### src/rtl/core/rls_pkg.sv
// rls_pkg: shared types, codes and constants of the led strip serializer
`default_nettype none

package rls_pkg;

  // default strip length and frame store geometry
  localparam int unsigned LedCountDef  = 6;
  localparam int unsigned BytesPerLed  = 3;
  localparam int unsigned IdxW         = 5;
  localparam int unsigned CfgIdxW      = 3;
  localparam int unsigned TickW        = 8;
  localparam int unsigned BitPosW      = 3;

  // register reset values
  localparam logic [TickW-1:0] ZeroHighRst = 8'd15;
  localparam logic [TickW-1:0] ZeroLowRst  = 8'd30;
  localparam logic [TickW-1:0] OneHighRst  = 8'd30;
  localparam logic [TickW-1:0] OneLowRst   = 8'd30;

  // top bit of a byte, sent first
  localparam logic [BitPosW-1:0] MsbPos = 3'd7;

  // item kinds
  typedef enum logic [2:0] {
    KIND_WRITE  = 3'd0,
    KIND_ROTATE = 3'd1,
    KIND_CLEAR  = 3'd2,
    KIND_START  = 3'd3,
    KIND_TICK   = 3'd4
  } kind_e;

  // register indexes
  typedef enum logic [CfgIdxW-1:0] {
    CFG_ZERO_HIGH = 3'd0,
    CFG_ZERO_LOW  = 3'd1,
    CFG_ONE_HIGH  = 3'd2,
    CFG_ONE_LOW   = 3'd3
  } cfg_idx_e;

  // input beat
  typedef struct packed {
    kind_e           kind;
    logic [IdxW-1:0] byte_index;
    logic [7:0]      byte_value;
  } in_item_t;

  // output beat
  typedef struct packed {
    logic line;
    logic busy_res;
    logic frame_done;
    logic rejected;
  } out_item_t;

  // per cell control
  typedef struct packed {
    logic wr;
    logic clr;
    logic shift_byte;
    logic shift_led;
  } cell_ctl_t;

  // bit timing registers
  typedef struct packed {
    logic [TickW-1:0] zero_high;
    logic [TickW-1:0] zero_low;
    logic [TickW-1:0] one_high;
    logic [TickW-1:0] one_low;
  } tick_cfg_t;

  // bit timer status
  typedef struct packed {
    logic sending;
    logic low;
    logic busy_next;
    logic done;
    logic shift;
  } tmr_status_t;

  // phase length for a bit value, zero counts as one tick
  function automatic logic [TickW-1:0] phase_len(input logic bit_val,
                                                 input logic [TickW-1:0] one_t,
                                                 input logic [TickW-1:0] zero_t);
    logic [TickW-1:0] v;
    v = bit_val ? one_t : zero_t;
    return (v == '0) ? TickW'(1) : v;
  endfunction

endpackage

`default_nettype wire

### src/rtl/core/rls_cell.sv
// rls_cell: one byte cell of the frame store chain
`default_nettype none

module rls_cell (
  input  wire             clk_i,
  input  wire             rst_ni,
  input  rls_pkg::cell_ctl_t ctl_i,
  input  wire [7:0]       wr_data_i,
  input  wire [7:0]       next_byte_i,
  input  wire [7:0]       next_led_i,
  output logic [7:0]      data_o
);
  import rls_pkg::*;

  logic [7:0] data_d, data_q;

  // one operation per beat; the byte shift runs while a frame is sent
  always_comb begin
    data_d = data_q;
    priority if (ctl_i.clr) begin
      data_d = '0;
    end else if (ctl_i.wr) begin
      data_d = wr_data_i;
    end else if (ctl_i.shift_led) begin
      data_d = next_led_i;
    end else if (ctl_i.shift_byte) begin
      data_d = next_byte_i;
    end
  end

  always_ff @(posedge clk_i or negedge rst_ni) begin
    if (!rst_ni) begin
      data_q <= '0;
    end else begin
      data_q <= data_d;
    end
  end

  assign data_o = data_q;

endmodule

`default_nettype wire

### src/rtl/core/rls_timer.sv
// rls_timer: bit and phase sequencer of the serial waveform
`default_nettype none

module rls_timer #(
  parameter int unsigned StoreBytes = 18
) (
  input  wire                   clk_i,
  input  wire                   rst_ni,
  input  wire                   start_i,
  input  wire                   tick_i,
  input  rls_pkg::tick_cfg_t    cfg_i,
  input  wire [7:0]             head_byte_i,
  input  wire                   next_msb_i,
  output rls_pkg::tmr_status_t  status_o
);
  import rls_pkg::*;

  localparam int unsigned BposW = (StoreBytes > 1) ? $clog2(StoreBytes) : 1;
  localparam logic [BposW-1:0] LastByte = BposW'(StoreBytes - 1);

  logic                 sending_d, sending_q;
  logic                 low_d, low_q;
  logic [BitPosW-1:0]   bit_d, bit_q;
  logic [BposW-1:0]     byte_d, byte_q;
  logic [TickW-1:0]     ticks_d, ticks_q;
  logic                 done, shift;
  logic [BitPosW-1:0]   bit_dec;

  assign bit_dec = bit_q - BitPosW'(1);

  // phase sequencing
  always_comb begin
    sending_d = sending_q;
    low_d     = low_q;
    bit_d     = bit_q;
    byte_d    = byte_q;
    ticks_d   = ticks_q;
    done      = 1'b0;
    shift     = 1'b0;
    if (start_i) begin
      sending_d = 1'b1;
      byte_d    = '0;
      bit_d     = MsbPos;
      low_d     = 1'b0;
      ticks_d   = phase_len(head_byte_i[MsbPos], cfg_i.one_high, cfg_i.zero_high);
    end else if (tick_i && sending_q) begin
      if (ticks_q > TickW'(1)) begin
        ticks_d = ticks_q - TickW'(1);
      end else if (!low_q) begin
        low_d   = 1'b1;
        ticks_d = phase_len(head_byte_i[bit_q], cfg_i.one_low, cfg_i.zero_low);
      end else if (bit_q == '0) begin
        // byte finished: advance the chain to the next byte
        shift = 1'b1;
        bit_d = MsbPos;
        low_d = 1'b0;
        if (byte_q == LastByte) begin
          sending_d = 1'b0;
          byte_d    = '0;
          ticks_d   = '0;
          done      = 1'b1;
        end else begin
          byte_d  = byte_q + BposW'(1);
          ticks_d = phase_len(next_msb_i, cfg_i.one_high, cfg_i.zero_high);
        end
      end else begin
        bit_d   = bit_dec;
        low_d   = 1'b0;
        ticks_d = phase_len(head_byte_i[bit_dec], cfg_i.one_high, cfg_i.zero_high);
      end
    end
  end

  always_ff @(posedge clk_i or negedge rst_ni) begin
    if (!rst_ni) begin
      sending_q <= 1'b0;
      low_q     <= 1'b0;
      bit_q     <= MsbPos;
      byte_q    <= '0;
      ticks_q   <= '0;
    end else begin
      sending_q <= sending_d;
      low_q     <= low_d;
      bit_q     <= bit_d;
      byte_q    <= byte_d;
      ticks_q   <= ticks_d;
    end
  end

  // status towards the top level
  always_comb begin
    status_o.sending   = sending_q;
    status_o.low       = low_q;
    status_o.busy_next = sending_d;
    status_o.done      = done;
    status_o.shift     = shift;
  end

endmodule

`default_nettype wire

### src/rtl/core/rgb_led_strip_serializer.sv
// rgb_led_strip_serializer: top level of the led strip serializer
//
// Drives a WS2812-style strip from a frame store of three colour bytes per led.
// Every input beat gives exactly one output beat in the cycle after it is
// taken, one beat per clock when the output is not stalled; the result register
// takes a new beat in the cycle the last result leaves, and the input stalls
// while a result waits. Each tick beat is one time unit of the waveform, so tick
// beats should arrive every cycle for accurate timing. The store is a chain of
// byte cells: a rotate moves every cell three places at once, and while a
// frame is sent the chain turns by one byte after each byte, so the head cell
// always holds the byte on the line and the store is back in order when the
// frame ends. Write, rotate, clear and start beats are rejected while a frame
// is busy.
`default_nettype none

module rgb_led_strip_serializer #(
  parameter int unsigned LED_COUNT = rls_pkg::LedCountDef
) (
  input  wire                           clk_i,
  input  wire                           rst_ni,
  input  wire                           in_valid_i,
  output logic                          in_stall_o,
  input  rls_pkg::in_item_t             in_data_i,
  output logic                          out_valid_o,
  input  wire                           out_stall_i,
  output rls_pkg::out_item_t            out_data_o,
  input  wire                           cfg_valid_i,
  output logic                          cfg_ready_o,
  input  wire [rls_pkg::CfgIdxW-1:0]    cfg_index_i,
  input  wire [rls_pkg::TickW-1:0]      cfg_data_i
);
  import rls_pkg::*;

  localparam int unsigned StoreBytes = BytesPerLed * LED_COUNT;
  localparam int unsigned SbW        = $clog2(StoreBytes + 1);
  localparam int unsigned CmpW       = (SbW > IdxW) ? SbW : IdxW;

  logic [7:0]     cell_data [StoreBytes];
  tick_cfg_t      cfg_d, cfg_q;
  tmr_status_t    tmr;
  logic           in_acc;
  logic           out_valid_q;
  out_item_t      out_data_d, out_data_q;
  logic           do_write, do_rotate, do_clear, do_start, do_tick, rej;
  logic [CmpW-1:0] idx_ext;

  // configuration registers
  assign cfg_ready_o = 1'b1;

  always_comb begin
    cfg_d = cfg_q;
    if (cfg_valid_i) begin
      unique case (cfg_idx_e'(cfg_index_i))
        CFG_ZERO_HIGH: cfg_d.zero_high = cfg_data_i;
        CFG_ZERO_LOW:  cfg_d.zero_low  = cfg_data_i;
        CFG_ONE_HIGH:  cfg_d.one_high  = cfg_data_i;
        CFG_ONE_LOW:   cfg_d.one_low   = cfg_data_i;
        default:       cfg_d = cfg_q;
      endcase
    end
  end

  always_ff @(posedge clk_i or negedge rst_ni) begin
    if (!rst_ni) begin
      cfg_q.zero_high <= ZeroHighRst;
      cfg_q.zero_low  <= ZeroLowRst;
      cfg_q.one_high  <= OneHighRst;
      cfg_q.one_low   <= OneLowRst;
    end else begin
      cfg_q <= cfg_d;
    end
  end

  // input handshake
  assign in_stall_o = out_valid_q && out_stall_i;
  assign in_acc     = in_valid_i && !in_stall_o;
  assign idx_ext    = CmpW'(in_data_i.byte_index);

  // item decode
  always_comb begin
    do_write  = 1'b0;
    do_rotate = 1'b0;
    do_clear  = 1'b0;
    do_start  = 1'b0;
    do_tick   = 1'b0;
    rej       = 1'b0;
    if (in_acc) begin
      if (in_data_i.kind == KIND_TICK) begin
        do_tick = 1'b1;
      end else if (tmr.sending) begin
        rej = 1'b1;
      end else begin
        unique case (in_data_i.kind)
          KIND_WRITE: begin
            if (idx_ext < CmpW'(StoreBytes)) begin
              do_write = 1'b1;
            end else begin
              rej = 1'b1;
            end
          end
          KIND_ROTATE: do_rotate = 1'b1;
          KIND_CLEAR:  do_clear  = 1'b1;
          KIND_START:  do_start  = 1'b1;
          default:     rej       = 1'b1;
        endcase
      end
    end
  end

  // chain of byte cells
  for (genvar i = 0; i < StoreBytes; i++) begin : g_cell
    localparam int unsigned NextByte = (i + 1) % StoreBytes;
    localparam int unsigned NextLed  = (i + BytesPerLed) % StoreBytes;
    cell_ctl_t ctl;

    always_comb begin
      ctl.wr         = do_write && (idx_ext == CmpW'(i));
      ctl.clr        = do_clear;
      ctl.shift_byte = tmr.shift;
      ctl.shift_led  = do_rotate;
    end

    rls_cell u_cell (
      .clk_i       (clk_i),
      .rst_ni      (rst_ni),
      .ctl_i       (ctl),
      .wr_data_i   (in_data_i.byte_value),
      .next_byte_i (cell_data[NextByte]),
      .next_led_i  (cell_data[NextLed]),
      .data_o      (cell_data[i])
    );
  end

  // bit sequencer
  rls_timer #(
    .StoreBytes (StoreBytes)
  ) u_timer (
    .clk_i       (clk_i),
    .rst_ni      (rst_ni),
    .start_i     (do_start),
    .tick_i      (do_tick),
    .cfg_i       (cfg_q),
    .head_byte_i (cell_data[0]),
    .next_msb_i  (cell_data[1 % StoreBytes][MsbPos]),
    .status_o    (tmr)
  );

  // result beat
  always_comb begin
    out_data_d.line       = do_tick && tmr.sending && !tmr.low;
    out_data_d.busy_res   = tmr.busy_next;
    out_data_d.frame_done = tmr.done;
    out_data_d.rejected   = rej;
  end

  always_ff @(posedge clk_i or negedge rst_ni) begin
    if (!rst_ni) begin
      out_valid_q <= 1'b0;
    end else if (in_acc) begin
      out_valid_q <= 1'b1;
    end else if (!out_stall_i) begin
      out_valid_q <= 1'b0;
    end
  end

  always_ff @(posedge clk_i) begin
    if (in_acc) begin
      out_data_q <= out_data_d;
    end
  end

  assign out_valid_o = out_valid_q;
  assign out_data_o  = out_data_q;

endmodule

`default_nettype wire
### config.mk
export PLATFORM = sky130hd
export DESIGN_NAME = rgb_led_strip_serializer
export DESIGN_NICKNAME = d
export VERILOG_FILES = /design/src/rtl/core/rls_pkg.sv /design/src/rtl/core/rls_cell.sv /design/src/rtl/core/rls_timer.sv /design/src/rtl/core/rgb_led_strip_serializer.sv
export SDC_FILE = /design/constraint.sdc
export NUM_CORES = 1
export LEC_CHECK = 0
export ABC_AREA = 1
export BUFFER_PORTS_ARGS = -buffer_cell sky130_fd_sc_hd__buf_4
export CAP_MARGIN = 5
export CORE_MARGIN = 1.5
export CORE_UTILIZATION = 60
export DETAILED_ROUTE_END_ITERATION = 7
export GPL_TIMING_DRIVEN = 0
export HOLD_SLACK_MARGIN = 0.08
export PLACE_DENSITY = 0.82
export SETUP_SLACK_MARGIN = 0.2
export SKIP_CTS_REPAIR_TIMING = 1
export SLEW_MARGIN = 0
export SYNTH_ARGS = -nofsm -noshare
export SYNTH_HDL_FRONTEND = slang
export SYNTH_SLANG_ARGS = --single-unit
### constraint.sdc
create_clock -name clk_i -period 2.72 [get_ports clk_i]
set_input_delay 0.136 -clock clk_i [delete_from_list [all_inputs] [get_ports clk_i]]
set_output_delay 0.136 -clock clk_i [all_outputs]
set_load 0.005 [all_outputs]
==> Implementation_results.wiki <==
{| class="wikitable"
! Metric !! Value
|-
| Asr flop ratio synth || 98.0%
|-
| Number of clock sinks seen by CTS || 199
|-
| Arrival time of the worst setup path || 2.88 ns
|-
| Cells taking the most area after synthesis || sky130_fd_sc_hd__dfrtp_1 (36%), sky130_fd_sc_hd__nand2_1 (13%), sky130_fd_sc_hd__o21ai_0 (12%)
|-
| Number of flops mapped to enable cells by yosys || 4
|-
| Setup crit end kind || flip-flop
|-
| Clock Power Share || 30.4%
|-
| Final Hold Fails || 0
|-
| Worst Path Class, Setup || flip-flop to flip-flop
|-
| Area fraction of the dominant cell type after synthesis || 35.5%
|-
| Num rows || 52
|-
| Slowest stage cell, crit path || sky130_fd_sc_hd__nor4_4
|-
| Slowest Stage Delay on Critical Path || 0.42 ns
|-
| Critical path's top delay family || simple AND/OR/NAND/NOR gates
|-
| Flip-flop cell with the highest count after synthesis || sky130_fd_sc_hd__dfrtp_1
|-
| Die outline area || 0.0215 mm²
|-
| Worst-path cell chain || nand2_1, inv_1, nor2_4, nand2_2, nor4_4, nand3_2, inv_4, nand2_4, buf_4, a21oi_1, o21ai_0, o21ai_1
|-
| Via Count || 12,800
|-
| Wire length of the first global-routing pass || 65,900 µm
|-
| Leakage power of the design || 6.72 nW
|-
| Crit path time final || 2.51 ns
|-
| Number of max-capacitance violations reported || 0
|-
| Global-route usage over all layers || 40.3%
|-
| Most frequent cells after synthesis || sky130_fd_sc_hd__nand2_1 (419), sky130_fd_sc_hd__o21ai_0 (291), sky130_fd_sc_hd__dfrtp_1 (176)
|-
| I/O Buffers || 35
|-
| FF-to-FF Start || out_valid_o
|-
| Net switching power figure || 3.20 mW
|-
| Number of distinct library cell variants in the gate-level netlist after synthesis || 49
|-
| Post-Route WL || 43,400 µm
|-
| Finish-stage setup viols || 0
|-
| Worst Hold Class || primary input to flip-flop
|-
| Growth of design area from synthesis to finish || 14.7%
|-
| Reg power frac || 42.5%
|-
| Worst min-delay path startpoint || in_data_i[7]
|-
| Estimated wirelength of the detail-placed design || 31,400 µm
|-
| Sequential cell area fraction in the yosys report || 40.5%
|-
| Final net count || 1,778
|-
| Antenna violations before repair || 1
|-
| VDD IR max || 0.415 mV
|-
| Flops & latches, synth || 199
|-
| Core outline area || 0.0202 mm²
|-
| Run status || complete, no violations
|-
| Leftover overflow at the end of global routing || 0
|-
| Post-synthesis instance total || 1,652
|-
| Worst-case setup slack after placement || -0.147 ns
|-
| Chip Width || 147 µm
|-
| Iteration count of the initial detailed-routing pass || 8
|-
| Crit start category || flip-flop
|-
| Maximum clock insertion buffer count || 2
|-
| Number of slew-limit violations in the final report || 0
|-
| Summed area of non-filler cells in the final layout || 0.0142 mm²
|-
| Share of final-layout standard cells stronger than drive strength 1 || 15.8%
|-
| Worst skew pair latency || 0.46 ns
|-
| Synthesized cell area || 0.0124 mm²
|-
| Antenna Cells || 0
|-
| Clock root buffer master || sky130_fd_sc_hd__clkbuf_16
|-
| I/O pin count || 39
|-
| Worst-Margin Slew || 0.960 ns
|-
| Final GP Congestion || 1.00
|-
| Syn. warnings || 0
|-
| Most common cell in the synthesized netlist || sky130_fd_sc_hd__nand2_1
|-
| Required @ worst endpoint || 3.09 ns
|-
| Power density over the cells || 617 mW/mm²
|-
| Switching share of power || 36.5%
|-
| Final worst slack || 0.211 ns
|-
| Share of power burned in combinational logic || 27.1%
|-
| Crit Path Max Fanout || 10
|-
| Biggest area consumer among synthesized cells || sky130_fd_sc_hd__dfrtp_1
|-
| Clock slew at reported path FFs || 0.07 ns
|-
| Vias per cell || 6.33
|-
| Post-Synthesis Mean Instance Area || 7.50 µm²
|-
| Count of unresolved DRC violations after routing || 0
|-
| CTS tree || yes
|-
| Num CTS Buffers || 17
|-
| Iter 0 DRT Violations || 1,588
|-
| Total cell area at the placement stage || 0.0130 mm²
|-
| Post-synthesis net count || 1,690
|-
| Worst clock skew || 0.0181 ns
|-
| Number of nets still failing antenna checks after routing || 0
|-
| Final Cycle Share || 92.2%
|-
| Timing-limited maximum frequency || 399 MHz
|-
| H-tree levels || 4
|-
| Launch point of the critical path || out_valid_o
|-
| Internal Dissipation || 5.57 mW
|-
| Buffers plus inverters on the worst setup path || 3
|-
| Pin count of the biggest net entering global routing || 123
|-
| Worst slack on hold paths || 0.0802 ns
|-
| Die span in y || 147 µm
|-
| Starting utilization of the core area || 61.2%
|-
| Number of global-route vias before repair || 11,800
|-
| Number of fillers in the final layout || 1,658
|-
| Wire length per cell after detailed routing || 21.4 µm
|-
| RSZ-0062 raised after global routing || yes
|-
| Relative slew slack || 36.0%
|}
[registers in the layout, indices dropped and copies added (netlist names)]
| register | flops |
|---|---|
| g_cell.u_cell.data_o | 144 |
| u_timer.sending_q | 1 |
| u_timer.low_q | 1 |
| u_timer.byte_q | 5 |
| out_valid_o | 1 |
| u_timer.ticks_q | 8 |
| out_data_o | 4 |
| u_timer.bit_q | 3 |
| cfg_q | 32 |
[tightest hold or removal path, stage by stage]
cell	delay, ns
sky130_fd_sc_hd__buf_4	0.12
sky130_fd_sc_hd__o211ai_1	0.10
sky130_fd_sc_hd__o21ai_0	0.14
[cell families after synthesis]
| logic type | count (synthesis) | synth area share [%] |
|---|---|---|
| compound gates | 554 | 25.8 |
| xor+xnor | 8 | 0.566 |
| fa+ha+maj | 6 | 0.606 |
| flops | 199 | 40.5 |
| buf+inv | 274 | 9.49 |
| mux | 27 | 2.25 |
| simple gates | 583 | 20.7 |
| other cells | 1 | 0.0303 |
[power by group through the flow]
| stage | Clock, mW | Sequential, mW | Combinational, mW |
|---|---|---|---|
| 6_report | 2.67 | 3.73 | 2.38 |
| 5_1_grt | 2.78 | 3.75 | 2.65 |
| 4_1_cts | 2.66 | 3.70 | 2.13 |
| 3_5_place_dp | 0 | 3.75 | 2.11 |
| 3_3_place_gp | 0 | 3.74 | 2.06 |
| 2_1_floorplan | 0 | 3.63 | 1.50 |
[worst paths after layout]
path	end	slack, ns	depth (start not counted)
max in group asynchronous	cfg_q[15]	1.44	3
worst max register to register	g_cell[14].u_cell.data_o[5]	0.21	12
worst max-delay path	g_cell[14].u_cell.data_o[5]	0.21	12
worst min register to register	g_cell[9].u_cell.data_o[2]	0.49	2
min in group asynchronous	g_cell[9].u_cell.data_o[0]	0.24	2
worst min-delay path	g_cell[3].u_cell.data_o[7]	0.08	3
[per-layer routing]
layer	up-vias	track usage, %	part of all wire, %
met5	-	0	0
met4	0	17.8	4.9
met3	189	13.3	14
met2	848	56.4	41
met1	5974	56.9	41
li1	5785	-	-
[per-stage QoR]
| step | total power, mW | TNS, ns | cells | utilization (%) |
|---|---|---|---|---|
| 6_report | 8.77 | 0 | 2023 | 70.2 |
| 5_1_grt | 9.19 | 0 | 2023 | 70.2 |
| 4_1_cts | 8.49 | -2.06 | 1990 | 67.4 |
| 3_5_place_dp | 5.87 | -1.60 | 1958 | 64.4 |
| 3_3_place_gp | 5.80 | -0.422 | 1957 | 64.2 |
| 2_1_floorplan | 5.14 | 0 | 1652 | - |
[layout make-up]
class                   count  area (µm²)  share of cell area, %
plain buffers              95         537                   3.78
clock buffers              18         450                   3.17
clock inverters            14         168                   1.18
inverters                 179         693                   4.88
multi-input cells        1180        6410                   45.2
flip-flops and latches    199        5020                   35.4
well taps                 270         338                   2.38
repair buffers             68         583                   4.10
[cell usage in the layout, fill, tap and decap left out, drive strengths merged, types with 22 or more instances in the layout]
cell type	instances
o2111ai	22
dfrtp	176
a21oi	77
o211ai	86
o21ai	324
nor2	88
buf	98
clkbuf	72
o22ai	27
nand2	428
nand3	40
inv	187
Power figures use the tool's default switching activity.
